<file path="config.mk">
export PLATFORM = sky130hd
export DESIGN_NAME = cpu6502_execute_unit_top
export DESIGN_NICKNAME = d
export VERILOG_FILES = /design/src/sv/c6502eu_pkg.sv /design/src/sv/cpu6502_execute_unit_top.sv /design/src/sv/c6502eu_in_reg.sv /design/src/sv/c6502eu_alu.sv
export SDC_FILE = /design/constraint.sdc
export NUM_CORES = 1
export LEC_CHECK = 0
export BUFFER_PORTS_ARGS = -buffer_cell sky130_fd_sc_hd__clkbuf_2
export CELL_PAD_IN_SITES_DETAIL_PLACEMENT = 0
export CELL_PAD_IN_SITES_GLOBAL_PLACEMENT = 2
export CORE_ASPECT_RATIO = 1.4
export CORE_UTILIZATION = 23
export DETAILED_ROUTE_END_ITERATION = 7
export PLACE_DENSITY = 0.6
export SYNTH_ARGS = -nofsm -noshare
export SYNTH_HDL_FRONTEND = slang
export SYNTH_HIERARCHICAL = 1
export SYNTH_SLANG_ARGS = --single-unit
</file>
<file path="constraint.sdc">
create_clock -name i_clk -period 12 [get_ports i_clk]
set_clock_uncertainty 0.2 [all_clocks]
set_input_delay 2.4 -clock i_clk [delete_from_list [all_inputs] [get_ports i_clk]]
set_output_delay 2.4 -clock i_clk [all_outputs]
set_load 0.05 [all_outputs]
</file>
<file path="src/sv/c6502eu_pkg.sv">
package c6502eu_pkg;

    // Operation codes carried in the kind field
    localparam logic [5:0] K_ADC     = 6'd0;
    localparam logic [5:0] K_SBC     = 6'd1;
    localparam logic [5:0] K_AND     = 6'd2;
    localparam logic [5:0] K_EOR     = 6'd3;
    localparam logic [5:0] K_ORA     = 6'd4;
    localparam logic [5:0] K_BIT     = 6'd5;
    localparam logic [5:0] K_CMP     = 6'd6;
    localparam logic [5:0] K_CPX     = 6'd7;
    localparam logic [5:0] K_CPY     = 6'd8;
    localparam logic [5:0] K_LDA     = 6'd9;
    localparam logic [5:0] K_LDX     = 6'd10;
    localparam logic [5:0] K_LDY     = 6'd11;
    localparam logic [5:0] K_INC     = 6'd12;
    localparam logic [5:0] K_INX     = 6'd13;
    localparam logic [5:0] K_INY     = 6'd14;
    localparam logic [5:0] K_DEC     = 6'd15;
    localparam logic [5:0] K_DEX     = 6'd16;
    localparam logic [5:0] K_DEY     = 6'd17;
    localparam logic [5:0] K_ASL_A   = 6'd18;
    localparam logic [5:0] K_ASL_M   = 6'd19;
    localparam logic [5:0] K_LSR_A   = 6'd20;
    localparam logic [5:0] K_LSR_M   = 6'd21;
    localparam logic [5:0] K_ROL_A   = 6'd22;
    localparam logic [5:0] K_ROL_M   = 6'd23;
    localparam logic [5:0] K_ROR_A   = 6'd24;
    localparam logic [5:0] K_ROR_M   = 6'd25;
    localparam logic [5:0] K_BCC     = 6'd26;
    localparam logic [5:0] K_BCS     = 6'd27;
    localparam logic [5:0] K_BEQ     = 6'd28;
    localparam logic [5:0] K_BMI     = 6'd29;
    localparam logic [5:0] K_BNE     = 6'd30;
    localparam logic [5:0] K_BPL     = 6'd31;
    localparam logic [5:0] K_BVC     = 6'd32;
    localparam logic [5:0] K_BVS     = 6'd33;
    localparam logic [5:0] K_JMP     = 6'd34;
    localparam logic [5:0] K_TAX     = 6'd35;
    localparam logic [5:0] K_TAY     = 6'd36;
    localparam logic [5:0] K_TXA     = 6'd37;
    localparam logic [5:0] K_TYA     = 6'd38;
    localparam logic [5:0] K_TSX     = 6'd39;
    localparam logic [5:0] K_TXS     = 6'd40;

    // Status bit positions
    localparam int unsigned FLAG_C = 0;
    localparam int unsigned FLAG_Z = 1;
    localparam int unsigned FLAG_V = 6;
    localparam int unsigned FLAG_N = 7;

    typedef struct packed {
        logic [5:0]        kind;
        logic [7:0]        value;
        logic [15:0]       addr;
        logic [1:0]        len;
        logic signed [7:0] offset;
    } t_item;

    typedef struct packed {
        logic [7:0]  a;
        logic [7:0]  x;
        logic [7:0]  y;
        logic [7:0]  sp;
        logic [7:0]  p;
        logic [15:0] pc;
    } t_regs;

    typedef struct packed {
        logic        valid;
        logic [15:0] addr;
        logic [7:0]  data;
    } t_wr;

endpackage

</file>
<file path="src/sv/cpu6502_execute_unit_top.sv">
// Channel   Handshake                     Word
// input     i_in_valid / o_in_ready       i_kind, i_operand_value, i_operand_address,
//                                         i_operand_length, i_branch_offset
// output    o_out_valid / i_out_ready     o_mem_write_*, o_accumulator, o_index_x,
//                                         o_index_y, o_stack_pointer, o_status_flags,
//                                         o_program_counter
//
// One instruction a cycle while the result is taken: an input register feeds the execute logic, whose result is
// written into the register file and the result register in the same cycle.
// An accepted word is held in the input register until the result register can take its result.
// Reset clears A, X, Y, SP, flags and PC to zero and empties both registers.
// While the result is not taken the input register still accepts one word, then holds.
module cpu6502_execute_unit_top (
    input  logic        i_clk,
    input  logic        i_rst_n,
    input  logic        i_in_valid,
    output logic        o_in_ready,
    input  logic [5:0]  i_kind,
    input  logic [7:0]  i_operand_value,
    input  logic [15:0] i_operand_address,
    input  logic [1:0]  i_operand_length,
    input  logic signed [7:0] i_branch_offset,
    output logic        o_out_valid,
    input  logic        i_out_ready,
    output logic        o_mem_write_valid,
    output logic [15:0] o_mem_write_address,
    output logic [7:0]  o_mem_write_data,
    output logic [7:0]  o_accumulator,
    output logic [7:0]  o_index_x,
    output logic [7:0]  o_index_y,
    output logic [7:0]  o_stack_pointer,
    output logic [7:0]  o_status_flags,
    output logic [15:0] o_program_counter
);

    c6502eu_pkg::t_item in_item;
    c6502eu_pkg::t_item ex_item;
    c6502eu_pkg::t_regs n_regs;
    c6502eu_pkg::t_wr   n_wr;
    c6502eu_pkg::t_regs r_regs;
    c6502eu_pkg::t_wr   r_wr;
    logic               r_out_valid;
    logic               ex_valid;
    logic               ex_fire;

    assign in_item.kind   = i_kind;
    assign in_item.value  = i_operand_value;
    assign in_item.addr   = i_operand_address;
    assign in_item.len    = i_operand_length;
    assign in_item.offset = i_branch_offset;

    // The register file only moves when a result word is produced, so the shown
    // registers always belong to the word in the result register.
    assign ex_fire = ex_valid && (!r_out_valid || i_out_ready);

    c6502eu_in_reg u_in_reg (
        .i_clk   (i_clk),
        .i_rst_n (i_rst_n),
        .i_valid (i_in_valid),
        .o_ready (o_in_ready),
        .i_item  (in_item),
        .o_valid (ex_valid),
        .o_item  (ex_item),
        .i_take  (ex_fire)
    );

    c6502eu_alu u_alu (
        .i_item (ex_item),
        .i_regs (r_regs),
        .o_regs (n_regs),
        .o_wr   (n_wr)
    );

    always_ff @(posedge i_clk) begin
        if (!i_rst_n) begin
            r_regs      <= '0;
            r_out_valid <= 1'b0;
        end else if (ex_fire) begin
            r_regs      <= n_regs;
            r_out_valid <= 1'b1;
        end else if (i_out_ready) begin
            r_out_valid <= 1'b0;
        end
    end

    always_ff @(posedge i_clk) begin
        if (!i_rst_n) begin
            r_wr <= '0;
        end else if (ex_fire) begin
            r_wr <= n_wr;
        end
    end

    assign o_out_valid         = r_out_valid;
    assign o_mem_write_valid   = r_wr.valid;
    assign o_mem_write_address = r_wr.addr;
    assign o_mem_write_data    = r_wr.data;
    assign o_accumulator       = r_regs.a;
    assign o_index_x           = r_regs.x;
    assign o_index_y           = r_regs.y;
    assign o_stack_pointer     = r_regs.sp;
    assign o_status_flags      = r_regs.p;
    assign o_program_counter   = r_regs.pc;

endmodule

</file>
<file path="src/sv/c6502eu_in_reg.sv">
module c6502eu_in_reg (
    input  logic                i_clk,
    input  logic                i_rst_n,
    input  logic                i_valid,
    output logic                o_ready,
    input  c6502eu_pkg::t_item  i_item,
    output logic                o_valid,
    output c6502eu_pkg::t_item  o_item,
    input  logic                i_take
);

    logic               r_valid;
    c6502eu_pkg::t_item r_item;

    // A word may enter in the same cycle that the held one moves on.
    assign o_ready = !r_valid || i_take;
    assign o_valid = r_valid;
    assign o_item  = r_item;

    always_ff @(posedge i_clk) begin
        if (!i_rst_n) begin
            r_valid <= 1'b0;
        end else if (i_valid && o_ready) begin
            r_valid <= 1'b1;
        end else if (i_take) begin
            r_valid <= 1'b0;
        end
    end

    always_ff @(posedge i_clk) begin
        if (i_valid && o_ready) begin
            r_item <= i_item;
        end
    end

endmodule

</file>
<file path="src/sv/c6502eu_alu.sv">
module c6502eu_alu (
    input  c6502eu_pkg::t_item i_item,
    input  c6502eu_pkg::t_regs i_regs,
    output c6502eu_pkg::t_regs o_regs,
    output c6502eu_pkg::t_wr   o_wr
);

    logic [15:0] pc_long;
    logic [15:0] pc_short;
    logic [15:0] pc_branch;
    logic [7:0]  add_a;
    logic [7:0]  add_b;
    logic        add_c;
    logic [8:0]  sum;
    logic        ovf;
    logic [7:0]  sh_src;
    logic [7:0]  sh_res;
    logic        sh_c;
    logic        take;
    logic [7:0]  m;
    logic [7:0]  p;

    function automatic logic [7:0] put_nz(input logic [7:0] flags, input logic [7:0] v);
        logic [7:0] f;
        f = flags;
        f[c6502eu_pkg::FLAG_N] = v[7];
        f[c6502eu_pkg::FLAG_Z] = (v == 8'd0);
        return f;
    endfunction

    assign m = i_item.value;
    assign p = i_regs.p;

    assign pc_long   = i_regs.pc + {14'd0, i_item.len} + 16'd1;
    assign pc_short  = i_regs.pc + 16'd1;
    assign pc_branch = pc_long + {{8{i_item.offset[7]}}, i_item.offset};

    // One adder serves ADC, SBC and the three compares.
    assign add_a = (i_item.kind == c6502eu_pkg::K_CPX) ? i_regs.x :
                   (i_item.kind == c6502eu_pkg::K_CPY) ? i_regs.y : i_regs.a;
    assign add_b = (i_item.kind == c6502eu_pkg::K_ADC) ? m : ~m;
    assign add_c = (i_item.kind == c6502eu_pkg::K_ADC || i_item.kind == c6502eu_pkg::K_SBC) ?
                   p[c6502eu_pkg::FLAG_C] : 1'b1;
    assign sum   = {1'b0, add_a} + {1'b0, add_b} + {8'd0, add_c};
    assign ovf   = ~(add_a[7] ^ add_b[7]) & (add_a[7] ^ sum[7]);

    // Odd codes in the shift group work on memory, even ones on A.
    assign sh_src = i_item.kind[0] ? m : i_regs.a;

    always_comb begin
        sh_res = sh_src;
        sh_c   = p[c6502eu_pkg::FLAG_C];
        unique case (i_item.kind)
            c6502eu_pkg::K_ASL_A, c6502eu_pkg::K_ASL_M: begin
                sh_res = {sh_src[6:0], 1'b0};
                sh_c   = sh_src[7];
            end
            c6502eu_pkg::K_LSR_A, c6502eu_pkg::K_LSR_M: begin
                sh_res = {1'b0, sh_src[7:1]};
                sh_c   = sh_src[0];
            end
            c6502eu_pkg::K_ROL_A, c6502eu_pkg::K_ROL_M: begin
                sh_res = {sh_src[6:0], p[c6502eu_pkg::FLAG_C]};
                sh_c   = sh_src[7];
            end
            c6502eu_pkg::K_ROR_A, c6502eu_pkg::K_ROR_M: begin
                sh_res = {p[c6502eu_pkg::FLAG_C], sh_src[7:1]};
                sh_c   = sh_src[0];
            end
            default: begin
                sh_res = sh_src;
                sh_c   = p[c6502eu_pkg::FLAG_C];
            end
        endcase
    end

    always_comb begin
        unique case (i_item.kind)
            c6502eu_pkg::K_BCC: take = !p[c6502eu_pkg::FLAG_C];
            c6502eu_pkg::K_BCS: take =  p[c6502eu_pkg::FLAG_C];
            c6502eu_pkg::K_BEQ: take =  p[c6502eu_pkg::FLAG_Z];
            c6502eu_pkg::K_BMI: take =  p[c6502eu_pkg::FLAG_N];
            c6502eu_pkg::K_BNE: take = !p[c6502eu_pkg::FLAG_Z];
            c6502eu_pkg::K_BPL: take = !p[c6502eu_pkg::FLAG_N];
            c6502eu_pkg::K_BVC: take = !p[c6502eu_pkg::FLAG_V];
            c6502eu_pkg::K_BVS: take =  p[c6502eu_pkg::FLAG_V];
            default:            take = 1'b0;
        endcase
    end

    always_comb begin
        o_regs = i_regs;
        o_wr   = '0;
        unique case (i_item.kind)
            c6502eu_pkg::K_ADC, c6502eu_pkg::K_SBC: begin
                o_regs.a = sum[7:0];
                o_regs.p = put_nz(p, sum[7:0]);
                o_regs.p[c6502eu_pkg::FLAG_C] = sum[8];
                o_regs.p[c6502eu_pkg::FLAG_V] = ovf;
                o_regs.pc = pc_long;
            end
            c6502eu_pkg::K_AND: begin
                o_regs.a  = i_regs.a & m;
                o_regs.p  = put_nz(p, i_regs.a & m);
                o_regs.pc = pc_long;
            end
            c6502eu_pkg::K_EOR: begin
                o_regs.a  = i_regs.a ^ m;
                o_regs.p  = put_nz(p, i_regs.a ^ m);
                o_regs.pc = pc_long;
            end
            c6502eu_pkg::K_ORA: begin
                o_regs.a  = i_regs.a | m;
                o_regs.p  = put_nz(p, i_regs.a | m);
                o_regs.pc = pc_long;
            end
            c6502eu_pkg::K_BIT: begin
                o_regs.p[c6502eu_pkg::FLAG_N] = m[7];
                o_regs.p[c6502eu_pkg::FLAG_V] = m[6];
                o_regs.p[c6502eu_pkg::FLAG_Z] = ((i_regs.a & m) == 8'd0);
                o_regs.pc = pc_long;
            end
            c6502eu_pkg::K_CMP, c6502eu_pkg::K_CPX, c6502eu_pkg::K_CPY: begin
                o_regs.p = put_nz(p, sum[7:0]);
                o_regs.p[c6502eu_pkg::FLAG_C] = sum[8];
                o_regs.pc = pc_long;
            end
            c6502eu_pkg::K_LDA: begin
                o_regs.a  = m;
                o_regs.p  = put_nz(p, m);
                o_regs.pc = pc_long;
            end
            c6502eu_pkg::K_LDX: begin
                o_regs.x  = m;
                o_regs.p  = put_nz(p, m);
                o_regs.pc = pc_long;
            end
            c6502eu_pkg::K_LDY: begin
                o_regs.y  = m;
                o_regs.p  = put_nz(p, m);
                o_regs.pc = pc_long;
            end
            c6502eu_pkg::K_INC: begin
                o_wr.valid = 1'b1;
                o_wr.addr  = i_item.addr;
                o_wr.data  = m + 8'd1;
                o_regs.p   = put_nz(p, m + 8'd1);
                o_regs.pc  = pc_long;
            end
            c6502eu_pkg::K_DEC: begin
                o_wr.valid = 1'b1;
                o_wr.addr  = i_item.addr;
                o_wr.data  = m - 8'd1;
                o_regs.p   = put_nz(p, m - 8'd1);
                o_regs.pc  = pc_long;
            end
            c6502eu_pkg::K_INX: begin
                o_regs.x  = i_regs.x + 8'd1;
                o_regs.p  = put_nz(p, i_regs.x + 8'd1);
                o_regs.pc = pc_short;
            end
            c6502eu_pkg::K_INY: begin
                o_regs.y  = i_regs.y + 8'd1;
                o_regs.p  = put_nz(p, i_regs.y + 8'd1);
                o_regs.pc = pc_short;
            end
            c6502eu_pkg::K_DEX: begin
                o_regs.x  = i_regs.x - 8'd1;
                o_regs.p  = put_nz(p, i_regs.x - 8'd1);
                o_regs.pc = pc_short;
            end
            c6502eu_pkg::K_DEY: begin
                o_regs.y  = i_regs.y - 8'd1;
                o_regs.p  = put_nz(p, i_regs.y - 8'd1);
                o_regs.pc = pc_short;
            end
            c6502eu_pkg::K_ASL_A, c6502eu_pkg::K_LSR_A,
            c6502eu_pkg::K_ROL_A, c6502eu_pkg::K_ROR_A: begin
                o_regs.a = sh_res;
                o_regs.p = put_nz(p, sh_res);
                o_regs.p[c6502eu_pkg::FLAG_C] = sh_c;
                o_regs.pc = pc_short;
            end
            c6502eu_pkg::K_ASL_M, c6502eu_pkg::K_LSR_M,
            c6502eu_pkg::K_ROL_M, c6502eu_pkg::K_ROR_M: begin
                o_wr.valid = 1'b1;
                o_wr.addr  = i_item.addr;
                o_wr.data  = sh_res;
                o_regs.p   = put_nz(p, sh_res);
                o_regs.p[c6502eu_pkg::FLAG_C] = sh_c;
                o_regs.pc = pc_long;
            end
            c6502eu_pkg::K_BCC, c6502eu_pkg::K_BCS, c6502eu_pkg::K_BEQ, c6502eu_pkg::K_BMI,
            c6502eu_pkg::K_BNE, c6502eu_pkg::K_BPL, c6502eu_pkg::K_BVC, c6502eu_pkg::K_BVS: begin
                o_regs.pc = take ? pc_branch : pc_long;
            end
            c6502eu_pkg::K_JMP: begin
                o_regs.pc = i_item.addr;
            end
            c6502eu_pkg::K_TAX: begin
                o_regs.x  = i_regs.a;
                o_regs.p  = put_nz(p, i_regs.a);
                o_regs.pc = pc_short;
            end
            c6502eu_pkg::K_TAY: begin
                o_regs.y  = i_regs.a;
                o_regs.p  = put_nz(p, i_regs.a);
                o_regs.pc = pc_short;
            end
            c6502eu_pkg::K_TXA: begin
                o_regs.a  = i_regs.x;
                o_regs.p  = put_nz(p, i_regs.x);
                o_regs.pc = pc_short;
            end
            c6502eu_pkg::K_TYA: begin
                o_regs.a  = i_regs.y;
                o_regs.p  = put_nz(p, i_regs.y);
                o_regs.pc = pc_short;
            end
            c6502eu_pkg::K_TSX: begin
                o_regs.x  = i_regs.sp;
                o_regs.p  = put_nz(p, i_regs.sp);
                o_regs.pc = pc_short;
            end
            c6502eu_pkg::K_TXS: begin
                o_regs.sp = i_regs.x;
                o_regs.pc = pc_short;
            end
            default: begin
                // Codes without a meaning leave everything as it was.
                o_regs = i_regs;
            end
        endcase
    end

endmodule

</file>
==> results.cfg <==
[power]
vdd_drop_max_mv = 0.110
comb_power_share = 0.203
clkPwrFrac = 0.414
p_switching_uw = 420
p_leak_uw = 0.00466
power_density_nw_per_um2 = 98.5
seq_power_share = 0.383
p_int_uw = 797
total_power_uw = 1220
switching_share = 0.345

[sta]
setup_tns_ps = 0
post-route-period-util = 0.528
hold_viol = 0
final.min_clock_period_ps = 6340
max_freq_mhz = 158
rsz0062_at_grt = no
setup_viol = 0
maxSlewHeadroom = 0.333
worst-slew-pin-transition_ps = 1000
report.final.slew_viol_count = 0

[placed_design]
dp_hpwl_mm = 33.3
port_buffers = 126
place_congestion = 0.917

[routing]
totalWireLength_mm = 45.0
ant_nets = 0
vias = 10500
drt_iter0_drc = 722
routedWlPerCell_um = 22.0
drc = 0
via_per_inst = 5.14
firstDrtPassIters = 7

[synth]
synth_flop_cell = dfxtp_1
yosysSeqAreaShare = 0.266
synth.largest_area_cell = dfxtp_1
syn_nets = 1439
yosysWarningCount = 6
ys_async_sr_fraction = 0
synth_edf_count = 40
avgSynthCellArea_um2 = 8.06
netlist_instances = 1335
synth_area_leaders = dfxtp_1 15%, edfxtp_1 11%, mux2i_1 9.3%
synth_top_area_share = 0.154
synth.distinct_cells = 83
syn_area_um2 = 10800
synth-seq-cells = 123

[worst_setup_path]
cp.required_ps = 9400
worstPathArrival_ps = 3740
r2r_cells = 13
worstSetupPathType = in2out
r2r_start = u_in_reg/o_item[39]
crit_path_max_fanout = 37
r2r_end = o_status_flags[1]
startpoint_type = input pin
setup.worst_path.end_class = output port
rrSetupSlack_ps = 6930

[clock_tree]
htreeDepth = 4
clk_pin_slew_ps = 60
ctsHoldBuffers = 0
tritoncts = built
cts.sinks = 123
cts_buffer_depth = 2
numCtsBuffers = 17
post_cts_buffers = 0
clk_latency_ps = 460
root_buffer = clkbuf_16
cts-resized-gates = 0

[global_routing]
grt_pass1_wl_mm = 67.4
grt_overflow_total = 0
antenna_found_initial = 1
grt_start_max_net_pins = 96
grt_pass1_vias = 10500
grt_usage = 0.191

[flow_run]
drv_cap = 0

[floorplanning]
initial_core_util = 0.233
io_pins = 127
die-height_um = 258
die_width_um = 185
rows = 93
core_um2 = 46100
die_area_um2 = 47600

[cells_and_area]
syn_to_final_growth_pct = 14.8
nets = 1516
drive_gt1_frac = 0.151

[hold_path]
whs_path_depth = 2
min_path_type = reg2reg
worstHoldStart = o_mem_write_data[5]
holdPathEnd = o_mem_write_data[5]

[run_status]
outcome = finished clean
[critical path, cell delays in order]
cell and delay, ps:
clkbuf_2 100, nor2b_4 50, nor2b_4 90, buf_4 540, nand2b_4 280, clkbuf_2 270
[registers in the layout, summed over array words and instances, names as in the netlist]
| name | count |
|---|---|
| o_status_flags | 8 |
| o_program_counter | 16 |
| u_in_reg/o_item | 40 |
| o_index_y | 8 |
| o_index_x | 8 |
| o_accumulator | 8 |
| o_mem_write_valid | 1 |
| u_in_reg/o_valid | 1 |
| o_mem_write_data | 8 |
| o_stack_pointer | 8 |
| o_out_valid | 1 |
| o_mem_write_address | 16 |
[per-layer routing]
metal  wire length [um]  up-vias  global-route usage
li1                   -     5008                   -
met4               1880        0              0.0994
met2              24000      303               0.355
met5                  0        -                   0
met3               1700       80              0.0268
met1              17400     5107               0.207
[how the worst max path moves through the flow]
stage | start | end | slack, ps
after global placement | i_out_ready | o_in_ready | 5620
final | i_out_ready | o_in_ready | 5660
after global routing | i_out_ready | o_in_ready | 5580
after CTS | i_out_ready | o_in_ready | 5610
after floorplan | i_out_ready | o_in_ready | 6320
after detailed placement | i_out_ready | o_in_ready | 5610
[Yosys cell counts (all sizes together), types with 30 or more instances]
cell type and number:
buf 41, o21ai 54, ha 56, xnor2 51, nor3 30, inv 45, dfxtp 83, nand2 253
edfxtp 40, nor2 87, clkbuf 54, a21oi 49, mux2i 100
[cells in the final DEF (no fill, tap or decap), types with 13 or more instances in the layout]
cell type and n:
ha_1 56, a21oi_1 48, a222oi_1 18, o21ai_0 52, clkbuf_2 125, o211ai_1 16, edfxtp_1 40, dfxtp_1 83
mux2_2 15, inv_1 45, buf_4 28, nand2b_1 14, a22oi_1 16, nor3_1 30, xor2_1 25, mux2i_1 100
o22ai_1 13, a221oi_1 20, xnor2_1 51, nand3_1 29, nand4_1 17, nor4_1 20, clkbuf_16 17, and2_1 19
nor2_1 86, nand2_1 253
[power by group through the flow]
stage / registers [uW] / clock network (uW) / logic (uW)
after global placement: 476 / 0 / 247
after floorplan: 479 / 0 / 171
final: 466 / 504 / 247
after detailed placement: 475 / 0 / 247
after global routing: 468 / 536 / 269
after CTS: 466 / 522 / 248
[through the flow]
stage          utilization  instances  cell area, um2  hold slack (ps)  setup slack [ps]
6_report             0.268       2043           12400              257              5660
5_1_grt              0.268       2043           12400              285              5580
4_1_cts              0.268       2042           12300              261              5610
3_5_place_dp         0.256       2010           11800              249              5610
3_3_place_gp         0.256       2010           11800              247              5620
2_1_floorplan            -       1335           10800              324              6320
[kinds of logic after synthesis]
family / after synthesis / share of synthesized area
muxes: 115 / 0.109
buffers and inverters: 141 / 0.0684
AOI/OAI and AO/OA: 279 / 0.184
and+or+nand+nor: 541 / 0.239
DFF: 123 / 0.266
xor gates and xnor gates: 76 / 0.0619
adders and majority gates: 60 / 0.0726
[cell type report]
class / count / area (um2)
Antenna cell: 1 / 2.50
Clock inverter: 14 / 111
Inverter: 46 / 173
Sequential cell: 123 / 2860
Fill cell: 5110 / 33700
Multi-Input combinational cell: 1071 / 7160
Clock buffer: 18 / 429
Tap cell: 617 / 772
Timing Repair Buffer: 153 / 836
Note: power is estimated with default switching activity, not from simulation.
